File: src/rtl/core/pctx_pkg.sv
// Shared types, codes and character helpers for the hex-escape codec.
package pctx_pkg;

  localparam int unsigned BYTE_W   = 8;
  localparam int unsigned CFG_IDX_W = 8;
  localparam int unsigned CFG_DAT_W = 8;
  localparam int unsigned MAX_RES  = 3;
  localparam int unsigned CNT_W    = 2;

  // Register indexes of the configuration port
  localparam logic [CFG_IDX_W-1:0] REG_DECODE_MODE = 8'd0;
  localparam logic [CFG_IDX_W-1:0] REG_ESCAPE_CHAR = 8'd1;

  localparam logic [BYTE_W-1:0] ESCAPE_RESET = 8'h25;  // '%'

  // Escape capture phases
  localparam logic [1:0] ESC_IDLE   = 2'd0;
  localparam logic [1:0] ESC_FIRST  = 2'd1;
  localparam logic [1:0] ESC_SECOND = 2'd2;

  // Marks a byte that is not a hex digit
  localparam logic [4:0] HEX_NONE = 5'd16;

  typedef logic [BYTE_W-1:0] byte_t;

  // Result set produced for one request: up to three bytes, in order
  typedef struct packed {
    byte_t [MAX_RES-1:0] bytes;   // bytes[0] goes out first
    logic  [CNT_W-1:0]   count;
    logic                last;    // applies to the final byte of the set
  } res_set_t;

  function automatic logic byte_is_safe(input byte_t c);
    logic alnum;
    logic mark;
    alnum = (c >= 8'h41 && c <= 8'h5A) || (c >= 8'h61 && c <= 8'h7A) ||
            (c >= 8'h30 && c <= 8'h39);
    mark  = (c == 8'h2D) || (c == 8'h5F) || (c == 8'h2E) || (c == 8'h21) ||
            (c == 8'h7E) || (c == 8'h2A) || (c == 8'h27) || (c == 8'h28) ||
            (c == 8'h29);
    return alnum || mark;
  endfunction

  // Digit value 0..15, or HEX_NONE
  function automatic logic [4:0] hex_value(input byte_t c);
    byte_t d;
    logic [4:0] v;
    v = HEX_NONE;
    if (c >= 8'h30 && c <= 8'h39) begin
      d = c - 8'h30;
      v = {1'b0, d[3:0]};
    end else if (c >= 8'h41 && c <= 8'h46) begin
      d = c - 8'h37;
      v = {1'b0, d[3:0]};
    end else if (c >= 8'h61 && c <= 8'h66) begin
      d = c - 8'h57;
      v = {1'b0, d[3:0]};
    end
    return v;
  endfunction

  function automatic byte_t hex_char(input logic [3:0] nib);
    byte_t r;
    if (nib < 4'd10) begin
      r = 8'h30 + {4'b0, nib};
    end else begin
      r = 8'h37 + {4'b0, nib};
    end
    return r;
  endfunction

endpackage

File: src/rtl/core/pctx_if.sv
// Channel interfaces: input bytes, result bytes and configuration writes.
interface pctx_in_if;
  logic                  valid;
  logic                  ready;
  logic [pctx_pkg::BYTE_W-1:0] data_byte;
  logic                  last;
  modport source (output valid, output data_byte, output last, input ready);
  modport sink   (input valid, input data_byte, input last, output ready);
endinterface

interface pctx_out_if;
  logic                  valid;
  logic                  ready;
  logic [pctx_pkg::BYTE_W-1:0] out_byte;
  logic                  out_last;
  modport source (output valid, output out_byte, output out_last, input ready);
  modport sink   (input valid, input out_byte, input out_last, output ready);
endinterface

interface pctx_cfg_if;
  logic                     valid;
  logic                     ready;
  logic [pctx_pkg::CFG_IDX_W-1:0] index;
  logic [pctx_pkg::CFG_DAT_W-1:0] data;
  modport source (output valid, output index, output data, input ready);
  modport sink   (input valid, input index, input data, output ready);
endinterface

File: src/rtl/core/pctx_codec.sv
// Configuration registers, escape capture state and per-byte result logic.
module pctx_codec (
  input  logic                           clk,
  input  logic                           rst_n,
  input  logic                           req_take,
  input  logic [pctx_pkg::BYTE_W-1:0]    data_byte,
  input  logic                           last,
  input  logic                           cfg_we,
  input  logic [pctx_pkg::CFG_IDX_W-1:0] cfg_idx,
  input  logic [pctx_pkg::CFG_DAT_W-1:0] cfg_dat,
  output pctx_pkg::res_set_t             res
);

  logic                        decode_mode_r, decode_mode_nxt;
  logic [pctx_pkg::BYTE_W-1:0] escape_char_r, escape_char_nxt;
  logic [1:0]                  phase_r, phase_nxt;
  logic [pctx_pkg::BYTE_W-1:0] accum_r, accum_nxt;
  logic                        stopped_r, stopped_nxt;

  logic [4:0]                  hv;
  logic                        digit_ok;
  logic [pctx_pkg::BYTE_W-1:0] acc_upd;

  assign hv       = pctx_pkg::hex_value(data_byte);
  assign digit_ok = (hv != pctx_pkg::HEX_NONE) && !stopped_r;

  always_comb begin
    res             = '0;
    phase_nxt       = phase_r;
    accum_nxt       = accum_r;
    stopped_nxt     = stopped_r;
    decode_mode_nxt = decode_mode_r;
    escape_char_nxt = escape_char_r;
    acc_upd         = accum_r;

    if (!decode_mode_r) begin
      res.last = last;
      if (pctx_pkg::byte_is_safe(data_byte)) begin
        res.bytes[0] = data_byte;
        res.count    = 2'd1;
      end else begin
        res.bytes[0] = escape_char_r;
        res.bytes[1] = pctx_pkg::hex_char(data_byte[7:4]);
        res.bytes[2] = pctx_pkg::hex_char(data_byte[3:0]);
        res.count    = 2'd3;
      end
    end else begin
      res.last = last;
      unique case (phase_r)
        pctx_pkg::ESC_IDLE: begin
          if (data_byte != escape_char_r) begin
            res.bytes[0] = data_byte;
            res.count    = 2'd1;
          end else if (last) begin
            res.bytes[0] = '0;
            res.count    = 2'd1;
          end else begin
            res.count    = 2'd0;
          end
        end
        pctx_pkg::ESC_FIRST: begin
          acc_upd = digit_ok ? {4'b0, hv[3:0]} : accum_r;
          res.bytes[0] = acc_upd;
          res.count    = last ? 2'd1 : 2'd0;
        end
        default: begin
          acc_upd = digit_ok ? {accum_r[3:0], hv[3:0]} : accum_r;
          res.bytes[0] = acc_upd;
          res.count    = 2'd1;
        end
      endcase
    end

    if (cfg_we) begin
      unique case (cfg_idx)
        pctx_pkg::REG_DECODE_MODE: decode_mode_nxt = cfg_dat[0];
        pctx_pkg::REG_ESCAPE_CHAR: escape_char_nxt = cfg_dat;
        default: ;
      endcase
      if (cfg_idx == pctx_pkg::REG_DECODE_MODE || cfg_idx == pctx_pkg::REG_ESCAPE_CHAR) begin
        phase_nxt   = pctx_pkg::ESC_IDLE;
        accum_nxt   = '0;
        stopped_nxt = 1'b0;
      end
    end else if (req_take) begin
      if (!decode_mode_r) begin
        phase_nxt   = pctx_pkg::ESC_IDLE;
        accum_nxt   = '0;
        stopped_nxt = 1'b0;
      end else begin
        unique case (phase_r)
          pctx_pkg::ESC_IDLE: begin
            accum_nxt   = '0;
            stopped_nxt = 1'b0;
            phase_nxt   = (data_byte == escape_char_r && !last) ?
                          pctx_pkg::ESC_FIRST : pctx_pkg::ESC_IDLE;
          end
          pctx_pkg::ESC_FIRST: begin
            if (last) begin
              phase_nxt   = pctx_pkg::ESC_IDLE;
              accum_nxt   = '0;
              stopped_nxt = 1'b0;
            end else begin
              phase_nxt   = pctx_pkg::ESC_SECOND;
              accum_nxt   = acc_upd;
              stopped_nxt = stopped_r || !digit_ok;
            end
          end
          default: begin
            phase_nxt   = pctx_pkg::ESC_IDLE;
            accum_nxt   = '0;
            stopped_nxt = 1'b0;
          end
        endcase
      end
    end
  end

  always_ff @(posedge clk) begin
    if (!rst_n) begin
      decode_mode_r <= 1'b0;
      escape_char_r <= pctx_pkg::ESCAPE_RESET;
      phase_r       <= pctx_pkg::ESC_IDLE;
      accum_r       <= '0;
      stopped_r     <= 1'b0;
    end else begin
      decode_mode_r <= decode_mode_nxt;
      escape_char_r <= escape_char_nxt;
      phase_r       <= phase_nxt;
      accum_r       <= accum_nxt;
      stopped_r     <= stopped_nxt;
    end
  end

endmodule

File: src/rtl/core/pctx_emit.sv
// Result register: holds up to three bytes of one request and sends them in order.
module pctx_emit (
  input  logic                        clk,
  input  logic                        rst_n,
  input  logic                        load,
  input  pctx_pkg::res_set_t          res,
  input  logic                        out_ready,
  output logic                        out_valid,
  output logic [pctx_pkg::BYTE_W-1:0] out_byte,
  output logic                        out_last,
  output logic                        can_load
);

  pctx_pkg::byte_t [pctx_pkg::MAX_RES-1:0] buf_r, buf_nxt;
  logic [pctx_pkg::CNT_W-1:0]              cnt_r, cnt_nxt;
  logic                                    last_r, last_nxt;
  logic                                    take;

  assign out_valid = (cnt_r != '0);
  assign out_byte  = buf_r[0];
  assign out_last  = last_r && (cnt_r == 2'd1);
  assign take      = out_valid && out_ready;
  // free now, or the final byte leaves this cycle
  assign can_load  = (cnt_r == '0) || (cnt_r == 2'd1 && out_ready);

  always_comb begin
    buf_nxt  = buf_r;
    cnt_nxt  = cnt_r;
    last_nxt = last_r;
    if (load) begin
      buf_nxt  = res.bytes;
      cnt_nxt  = res.count;
      last_nxt = res.last;
    end else if (take) begin
      buf_nxt[0] = buf_r[1];
      buf_nxt[1] = buf_r[2];
      cnt_nxt    = cnt_r - 2'd1;
    end
  end

  always_ff @(posedge clk) begin
    buf_r  <= buf_nxt;
    last_r <= last_nxt;
    if (!rst_n) begin
      cnt_r <= '0;
    end else begin
      cnt_r <= cnt_nxt;
    end
  end

endmodule

File: src/rtl/core/percent_hex_escape_codec_top.sv
// Hex-escape byte codec: encodes unsafe bytes as escapes or decodes escapes.
//
// Channels: in_ch carries one byte per request with a last flag, out_ch
// returns the encoded or decoded stream with out_last, and cfg_ch writes
// decode_mode (index 0) and escape_char (index 1); cfg_ch is always ready.
// A write to either register drops any escape that is half captured.
// The first result byte of a request shows on out_ch the cycle after the
// request is taken.
// Throughput: one byte per cycle while out_ch is ready. An encoded escape
// holds the result register, and in_ch off, until its last byte leaves; in
// decode mode an escape byte and its first digit give no output unless flagged last.
// in_ready is high when the result register is empty or its last byte is
// being taken that cycle, so a new request overlaps the final output beat.
// When out_ch stalls, the held byte stays and in_ch stops while the result
// register holds any byte.
// Reset (rst_n low, synchronous): encode mode, escape '%', no capture in
// progress, result register empty.
module percent_hex_escape_codec_top (
  input  logic           clk,
  input  logic           rst_n,
  pctx_in_if.sink        in_ch,
  pctx_out_if.source     out_ch,
  pctx_cfg_if.sink       cfg_ch
);

  pctx_pkg::res_set_t res;
  logic               can_load;
  logic               req_take;
  logic               cfg_we;

  assign in_ch.ready  = can_load;
  assign req_take     = in_ch.valid && can_load;
  assign cfg_ch.ready = 1'b1;
  assign cfg_we       = cfg_ch.valid;

  pctx_codec u_codec (
    .clk       (clk),
    .rst_n     (rst_n),
    .req_take  (req_take),
    .data_byte (in_ch.data_byte),
    .last      (in_ch.last),
    .cfg_we    (cfg_we),
    .cfg_idx   (cfg_ch.index),
    .cfg_dat   (cfg_ch.data),
    .res       (res)
  );

  pctx_emit u_emit (
    .clk       (clk),
    .rst_n     (rst_n),
    .load      (req_take),
    .res       (res),
    .out_ready (out_ch.ready),
    .out_valid (out_ch.valid),
    .out_byte  (out_ch.out_byte),
    .out_last  (out_ch.out_last),
    .can_load  (can_load)
  );

endmodule

File: src/flat_wrapper.sv
// flat-port wrapper written by rule: the top's interface ports become plain ports
module percent_hex_escape_codec_top_flat 
  (clk, rst_n, in_ch_valid, in_ch_data_byte, in_ch_last, in_ch_ready, out_ch_valid, out_ch_out_byte, out_ch_out_last, out_ch_ready, cfg_ch_valid, cfg_ch_index, cfg_ch_data, cfg_ch_ready);
  pctx_in_if in_ch_i ();
  pctx_out_if out_ch_i ();
  pctx_cfg_if cfg_ch_i ();
  input  logic clk;
  input  logic rst_n;
  input wire logic [$bits(in_ch_i.valid)-1:0] in_ch_valid;
  input wire logic [$bits(in_ch_i.data_byte)-1:0] in_ch_data_byte;
  input wire logic [$bits(in_ch_i.last)-1:0] in_ch_last;
  output wire logic [$bits(in_ch_i.ready)-1:0] in_ch_ready;
  output wire logic [$bits(out_ch_i.valid)-1:0] out_ch_valid;
  output wire logic [$bits(out_ch_i.out_byte)-1:0] out_ch_out_byte;
  output wire logic [$bits(out_ch_i.out_last)-1:0] out_ch_out_last;
  input wire logic [$bits(out_ch_i.ready)-1:0] out_ch_ready;
  input wire logic [$bits(cfg_ch_i.valid)-1:0] cfg_ch_valid;
  input wire logic [$bits(cfg_ch_i.index)-1:0] cfg_ch_index;
  input wire logic [$bits(cfg_ch_i.data)-1:0] cfg_ch_data;
  output wire logic [$bits(cfg_ch_i.ready)-1:0] cfg_ch_ready;
  assign in_ch_i.valid = in_ch_valid;
  assign in_ch_i.data_byte = in_ch_data_byte;
  assign in_ch_i.last = in_ch_last;
  assign in_ch_ready = in_ch_i.ready;
  assign out_ch_valid = out_ch_i.valid;
  assign out_ch_out_byte = out_ch_i.out_byte;
  assign out_ch_out_last = out_ch_i.out_last;
  assign out_ch_i.ready = out_ch_ready;
  assign cfg_ch_i.valid = cfg_ch_valid;
  assign cfg_ch_i.index = cfg_ch_index;
  assign cfg_ch_i.data = cfg_ch_data;
  assign cfg_ch_ready = cfg_ch_i.ready;
  percent_hex_escape_codec_top u_core (.clk(clk), .rst_n(rst_n), .in_ch(in_ch_i), .out_ch(out_ch_i), .cfg_ch(cfg_ch_i));
endmodule
File: config.mk
export PLATFORM = sky130hd
export DESIGN_NAME = percent_hex_escape_codec_top_flat
export DESIGN_NICKNAME = d
export VERILOG_FILES = /design/src/rtl/core/pctx_pkg.sv /design/src/rtl/core/pctx_if.sv /design/src/rtl/core/pctx_codec.sv /design/src/rtl/core/pctx_emit.sv /design/src/rtl/core/percent_hex_escape_codec_top.sv /design/src/flat_wrapper.sv
export SDC_FILE = /design/constraint.sdc
export NUM_CORES = 1
export LEC_CHECK = 0
export BUFFER_PORTS_ARGS = -buffer_cell sky130_fd_sc_hd__buf_2
export CAP_MARGIN = 20
export CORE_UTILIZATION = 40
export DETAILED_ROUTE_END_ITERATION = 16
export GPL_TIMING_DRIVEN = 0
export HOLD_SLACK_MARGIN = 0.05
export SLEW_MARGIN = 20
export SYNTH_ARGS = -nofsm -noshare
export SYNTH_HDL_FRONTEND = slang
export SYNTH_HIERARCHICAL = 1
export SYNTH_SLANG_ARGS = --single-unit
export TNS_END_PERCENT = 20
File: constraint.sdc
create_clock -name clk -period 3.69 [get_ports clk]
set_input_delay 0.5535 -clock clk [delete_from_list [all_inputs] [get_ports clk]]
set_output_delay 0.5535 -clock clk [all_outputs]
set_load 0.05 [all_outputs]
# Word-level counts from Yosys, hierarchy flattened
# Cells that the tools add are included.
# W data, S select, Z words.
# totals
reg_bits	46
latchBits	0
mem_bits_rw	0
rom_bits	0
input_bits	30
word_cells	119
mem_count	0
# classes
add_sub_neg	8
multipliers	0
div_mod_pow	0
order_cmp	10
n_eq_ne	16
n_shift	0
mux	37
bitwise_logic	0
n_reduce_logical	38
# op_table
cell	n
$mux W8	10
$eq A8 B6 Y1 const B	7
$le A8 B7 Y1 const B	4
$mux W16	2
$add A6 B4 Y7 const A	4
$mux W10	2
$pmux W10 S2	1
$eq A8 B7 Y1 const B	2
$ge A8 B7 Y1 const B	2
$mux W5	3
$logic_or A1 B1 Y1	14
$mux W2	7
$mux W7	2
$logic_and A1 B1 Y1	11
$mux W11	1
$eq A8 B1 Y1 const B	1
$eq A8 B8 Y1	1
$ge A8 B6 Y1 const B	1
$le A8 B6 Y1 const B	1
$logic_not A8 Y1	1
$lt A4 B4 Y1 const B	2
$mux W1	8
$ne A8 B8 Y1	1
$sub A4 B3 Y4 const B	2
other kinds (11)	19

# Longest topological paths before layout
# Gate-level depths: netlist of run 1.
# logic_depth
word_depth	14
ltp_mapped	12

# Cells and area by module
# Netlist of run 1, hierarchy kept.
# by_module_without_submodules
module	instances	cells_each	area_per_inst_um2
pctx_codec	1	268	2052.0
pctx_emit	1	71	1204.9
percent_hex_escape_codec_top	1	3	17.5

# Least setup slack after synthesis of run 1
# OpenSTA, ideal clock, no wires.
# synth_timing
path_kind	input-to-reg
startpoint	in in_ch_data_byte[1]
endpoint	reg u_core.u_emit.buf_r, in the netlist u_core/u_emit/out_byte[4] (data pin)
setup_ns	0.260
t_arrival_ns	2.927
slack_ns	0.503
stages	11
n_path_buf	2
path_cell_list	clkbuf_1 -> inv_1 -> ha_1 -> nor4b_2 -> o21ai_0 -> a222oi_1 -> nor2_1 -> buf_2 -> a32o_1 -> a2bb2oi_1 -> mux2_4
# synth_rtl
item	line	source
from (decl)	flat_wrapper.sv:10	input wire logic [$bits(in_ch_i.data_byte)-1:0] in_ch_data_byte;
to (signal assigned)	pctx_emit.sv:42	buf_r <= buf_nxt;
to (decl)	pctx_emit.sv:14	pctx_pkg::byte_t [pctx_pkg::MAX_RES-1:0] buf_r, buf_nxt;

==> results.md, run 1 <==
* Finish-stage setup viols at 0
* Setup_tns at 0 ns
* Row cnt at 32
* H-tree Lvls at 2
* Number of synthesized flops with an enable pin at 25
* Post-synth top area cell: edfxtp_1
* First-pass GRT wire length at 12800 um
* Syn Area/Cell at 9.57 um2
* CP startpoint kind: input pin
* Power, Total at 1550 uW
* CTS Hold Bufs at 0
* RSZ-0062 raised after global routing: false
* Largest cells by area after synthesis: edfxtp_1 (23%), dfxtp_1 (13%), mux2i_1 (4.9%), ha_1 (4.6%), mux2_4 (3.7%)
* Via density at 5.43
* Final nets at 433
* Routed WL per cell at 15.9 um
* Most frequent cells in the layout: buf_2 (45), nand2_1 (31), edfxtp_1 (25), dfxtp_1 (22), nor2_1 (18)
* First drt pass iteration count at 5
* Cts repair resizes at 0
* Post-route non-filler standard cell count at 494
* PwrDens at 420 mW/mm2
* Main synth FF type: edfxtp_1
* I/O pins at 42
* Iter 0 DRT Violations at 214
* Routed via count at 2682
* Crit Path Max Fanout at 17
* Hold path startpoint: cfg_ch_data[2]
* Reg2reg end: u_core/u_emit/out_byte[0]
* Gpl congestion at 0.925
* Placed Cells at 485
* Ys async rst share at 0
* # DRC at 0
* Hold Fails Final Rpt at 0
* Worst vdd ir at 143 uV
* Ant. Diodes at 0
* Core area at 0.00781 mm2
* TritonCTS clock tree: yes
* Root buf cell: clkbuf_8
* Die height at 92.5 um
* Synth top area share at 0.229
* Worst setup EP type: flop
* Tightest Pin Transition at 0.679 ns
* Initial Util at 0.419
* Port Buf Inserts at 40
* Chip width at 92.5 um
* Total wire length at 7830 um
* Clock Path Buffers at 2
* Fin crit share at 0.940
* Sequential area share after synthesis at 0.364
* Global route total overflow at 0
* Die area at 0.00855 mm2
* Max Clock Freq at 288 MHz
* Vias in the first global route at 2565
* Post-synth design cell area at 0.00327 mm2
* LEAKAGE at 0.00152 uW
* Worst min path class: input pin to flop
* Layout cells sized above 1 at 0.237
* CP Data Required Time at 3.75 ns
* Distinct cells, synth at 64
* Synthesis-to-layout area growth at 13.1%
* Max-cap viol count at 0
* WHS Path Cells at 3
* Post-place instance area at 0.00361 mm2
* Critical path class: input pin to flop
* Fin Clk Skew at 0.00500 ns
* Yosys Warn Count at 6
* Worst Hold Path EP: u_core/u_codec/escape_char_r[2]
* Register bit total from synthesis at 47
* Number of antenna violations at the first check in global routing at 0
* Min Hold Slack at 0.460 ns
* Design Area, Final at 0.00370 mm2
* Cell count after synthesis at 342
* Fin crit period at 3.47 ns
* Num CTS Buffers at 5
* Status: finished, final reports clean
* Reg2reg path depth at 8
* Clk sinks at 47
* Post-DRT Antenna Nets at 0
* GRT Util Overall at 0.194
* Clock Latency Late Sink at 0.30 ns
* Fin. max-slew vios at 0
* Reg2Reg Setup Slack at 1.18 ns
* Worst-path clk slew at 0.08 ns
* Most common cell after layout, fill and taps aside: buf_2
* Rel. slew slack at 0.547
* R2r startpoint: u_core/u_emit/cnt_r[0]
* Pin count of the biggest net entering global routing at 17
* Final HPWL DP at 5810 um
* Arrival @ worst endpoint at 3.53 ns
[per-stage QoR]
step | utilization | worst slack [ns]
final | 0.474 | 0.220
after floorplan | - | 0.503
after global placement | 0.462 | -0.610
after global routing | 0.474 | 0.105
after detailed placement | 0.462 | -0.484
after CTS | 0.475 | 0.0429
[Yosys cell counts (all sizes together), types with 3 or more instances]
library cell / number
inv: 14
a21oi: 12
buf: 24
a21boi: 5
dfxtp: 22
nand3: 3
nor4: 6
and3: 3
mux2: 16
and2: 6
o21ai: 20
a32o: 4
clkbuf: 9
nand3b: 4
a22oi: 4
a2bb2oi: 3
mux2i: 16
nor2b: 13
o21a: 3
a31oi: 3
o2111ai: 3
o211ai: 3
or3: 4
nor2: 18
ha: 12
xor2: 8
xnor2: 3
nand2: 31
nor3b: 5
nand2b: 7
edfxtp: 25
[flip-flops by register name, indices dropped and copies added, names as in the netlist]
| signal | cells |
|---|---|
| u_core/u_codec/escape_char_r | 8 |
| u_core/u_emit/buf_r | 16 |
| u_core/u_codec/phase_r | 2 |
| u_core/u_codec/decode_mode_r | 1 |
| u_core/u_emit/out_byte | 8 |
| u_core/u_emit/last_r | 1 |
| u_core/u_emit/cnt_r | 2 |
| u_core/u_codec/stopped_r | 1 |
| u_core/u_codec/accum_r | 8 |
[where the power goes]
group,switching [uW],internal [uW],leakage [uW]
logic,339,221,0.00106
clock network,178,134,0.0000432
registers,22.0,659,0.000421
total,539,1010,0.00152
[kinds of logic after synthesis]
group,after synthesis,share of synthesized area
simple gates,111,0.193
compound gates,80,0.169
flops,47,0.364
buf+inv,47,0.0837
mux,32,0.113
fa+ha+maj,12,0.0459
xor+xnor,11,0.0294
other cells,2,0.00229
[layout make-up]
class | instances | area, um2
fillers | 759 | 4110
clock inverters | 2 | 12.5
multi-input cells | 249 | 1810
flip-flops and latches | 47 | 1190
plain buffers | 32 | 218
inverters | 14 | 52.6
well taps | 102 | 128
clock buffers | 6 | 72.6
repair buffers | 42 | 215
[worst max-delay path by stage]
| stage | startpoint | cells past startpoint | endpoint |
|---|---|---|---|
| final | in_ch_data_byte[1] | 12 | u_core/u_emit/out_byte[2] |
| after CTS | in_ch_data_byte[1] | 11 | u_core/u_emit/out_byte[2] |
| after floorplan | in_ch_data_byte[1] | 11 | u_core/u_emit/out_byte[4] |
| after detailed placement | in_ch_data_byte[1] | 12 | u_core/u_emit/out_byte[4] |
| after global placement | in_ch_data_byte[1] | 12 | u_core/u_emit/out_byte[4] |
| after global routing | in_ch_data_byte[1] | 12 | u_core/u_emit/out_byte[2] |
[worst max-delay path, stage by stage]
cell and delay [ns]:
buf_2 0.21, inv_1 0.25, ha_1 0.29, o21bai_1 0.13, a311oi_1 0.58, a222oi_1 0.23, buf_4 0.20, buf_4 0.13
o21a_1 0.18, nor4_1 0.27, o22ai_1 0.20, mux2_4 0.29
[routing by layer]
metal,vias up,wire (um),global-route usage
li1,1324,-,-
met1,1253,3710,0.261
met5,-,0,0
met2,89,3610,0.311
met4,0,163,0.0729
met3,16,354,0.0304
[timing repair]
item	in CTS	in global routing
setup endpoints to repair	5	7
pin swaps	1	0
setup buffers	2	0
(Power assumes the default switching activity.)
==> run 2, diff against run 1 <==
--- a/config.mk
+++ b/config.mk
@@ -11,6 +11,7 @@
 export DETAILED_ROUTE_END_ITERATION = 16
 export GPL_TIMING_DRIVEN = 0
 export HOLD_SLACK_MARGIN = 0.05
+export SETUP_SLACK_MARGIN = 0.4
 export SLEW_MARGIN = 20
 export SYNTH_ARGS = -nofsm -noshare
 export SYNTH_HDL_FRONTEND = slang
==> run 2 against run 1 <==
- largest cell class unchanged
- hold slack better by 0.0021 ns
- maximum frequency increased by 8.1%
- clock power is essentially flat
==> results.md, run 2 (same netlist as run 1, synthesis figures left out) <==
* First drt pass iteration count at 5
* RSZ-0062 raised after global routing: false
* Clock Latency Late Sink at 0.30 ns
* WHS Path Cells at 3
* Worst vdd ir at 142 uV
* Biggest register: u_core/u_emit/buf_r
* PwrDens at 414 mW/mm2
* Fin Clk Skew at 0.00689 ns
* Max layer used: met4
* Routed wl met3 at 412 um
* Initial Util at 0.419
* Reg2reg end: u_core/u_emit/out_byte[0]
* Gpl congestion at 0.925
* Max stage delay on crit path at 0.33 ns
* CP Data Required Time at 3.75 ns
* CP cell instances: buf_2 > buf_6 > clkinvlp_4 > ha_2 > nor4b_4 > a21oi_1 > a222oi_1 > buf_4 > nor2_1 > buf_2 > a32o_1 > a2bb2oi_1 > mux2_4
* I/O pins at 42
* Worst-path clk slew at 0.09 ns
* Row cnt at 32
* CP startpoint kind: input pin
* Routed via count at 2734
* H-tree Lvls at 2
* Port Buf Inserts at 40
* Vias in the first global route at 2577
* Crit path from: in_ch_data_byte[1]
* Crit Path Max Fanout at 10
* Die area at 0.00855 mm2
* Max-cap viol count at 0
* WL met1 at 3650 um
* Post-DRT Antenna Nets at 0
* Number of antenna violations at the first check in global routing at 0
* Met2 wire length at 3650 um
* Die height at 92.5 um
* Crit path max-delay family: compound AO/OA/AOI/OAI gates
* Layout cells sized above 1 at 0.260
* Clk sinks at 47
* Critical path class: input pin to flop
* Post-route non-filler standard cell count at 498
* Crit-path most repeated cell: buf_2
* Pin count of the biggest net entering global routing at 17
* Reg2reg path depth at 8
* CP max-delay cell: a222oi_1
* Most frequent cells in the layout: buf_2 (45), nand2_1 (31), edfxtp_1 (25), dfxtp_1 (22), buf_4 (19)
* Worst setup EP type: flop
* Fin crit period at 3.21 ns
* Via density at 5.49
* Clock Path Buffers at 2
* # DRC at 0
* Status: finished, final reports clean
* Total wire length at 7870 um
* Routed WL per cell at 15.8 um
* Worst Hold Path EP: u_core/u_codec/escape_char_r[2]
* WP buf/inv at 5
* Ant. Diodes at 0
* Placed Cells at 485
* Root buf cell: clkbuf_8
* Finish-stage setup viols at 0
* Chip width at 92.5 um
* Global route total overflow at 0
* Reg2Reg Setup Slack at 1.19 ns
* Setup_tns at 0 ns
* First-pass GRT wire length at 12900 um
* Arrival @ worst endpoint at 3.27 ns
* Hold Fails Final Rpt at 0
* Synthesis-to-layout area growth at 15.1%
* Core area at 0.00781 mm2
* Worst min path class: input pin to flop
* GRT Util Overall at 0.195
* Max Clock Freq at 312 MHz
* Final nets at 437
* R2r startpoint: u_core/u_emit/cnt_r[0]
* Iter 0 DRT Violations at 204
* Num CTS Buffers at 5
* Hold path startpoint: cfg_ch_data[2]
* LEAKAGE at 0.00154 uW
* Tightest Pin Transition at 0.679 ns
* Fin. max-slew vios at 0
* Most common cell after layout, fill and taps aside: buf_2
* Max reg flops at 16
* Fin crit share at 0.870
* TritonCTS clock tree: yes
* Final HPWL DP at 5810 um
* Rel. slew slack at 0.547
[run 2: power by group]
part / internal (uW) / switching, uW
Combinational: 226 / 342
Clock: 134 / 177
Sequential: 659 / 22.0
Total: 1020 / 541
[run 2: stage by stage]
step	cell area [um2]	hold slack, ns	worst slack [ns]	power [uW]	util
final	3770	0.462	0.480	1560	0.483
after global routing	3770	0.460	0.405	1650	0.483
after CTS	3730	0.455	0.432	1570	0.478
after detailed placement	3610	0.444	-0.484	1260	0.462
after global placement	3610	0.447	-0.610	1250	0.462
after floorplan	3280	0.430	0.503	1130	-
[run 2: worst max-delay path by stage]
| stage | endpoint | slack [ns] | depth (start not counted) |
|---|---|---|---|
| after floorplan | u_core/u_emit/out_byte[4] | 0.50 | 11 |
| after global placement | u_core/u_emit/out_byte[4] | -0.61 | 12 |
| after detailed placement | u_core/u_emit/out_byte[4] | -0.48 | 12 |
| after global routing | u_core/u_emit/out_byte[5] | 0.40 | 13 |
| after CTS | u_core/u_emit/out_byte[2] | 0.43 | 13 |
| final | u_core/u_emit/out_byte[4] | 0.48 | 13 |
[run 2: final cells by class]
| class | count | area [um2] |
|---|---|---|
| clock buffers | 6 | 72.6 |
| well taps | 102 | 128 |
| multi-input cells | 249 | 1840 |
| clock inverters | 2 | 12.5 |
| repair buffers | 45 | 238 |
| inverters | 14 | 56.3 |
| flip-flops and latches | 47 | 1190 |
| plain buffers | 33 | 229 |
| fillers | 759 | 4040 |
[run 2: per-layer routing]
layer / track usage / vias up
li1: - / 1326
met1: 0.263 / 1288
met4: 0.0729 / 0
met3: 0.0287 / 16
met5: 0 / -
met2: 0.313 / 104
[run 2: worst min-delay path: stages]
cell and delay [ns]:
buf_2 0.07, mux2i_1 0.05, nand2_1 0.06
[run 2: repair_timing]
action | CTS | global route
resized for setup | 5 | 7
pin swaps | 1 | 1
buffers inserted | 2 | 3
hold buffers | 0 | 0
hold endpoints to repair | 0 | 0
setup endpoints to repair | 11 | 6
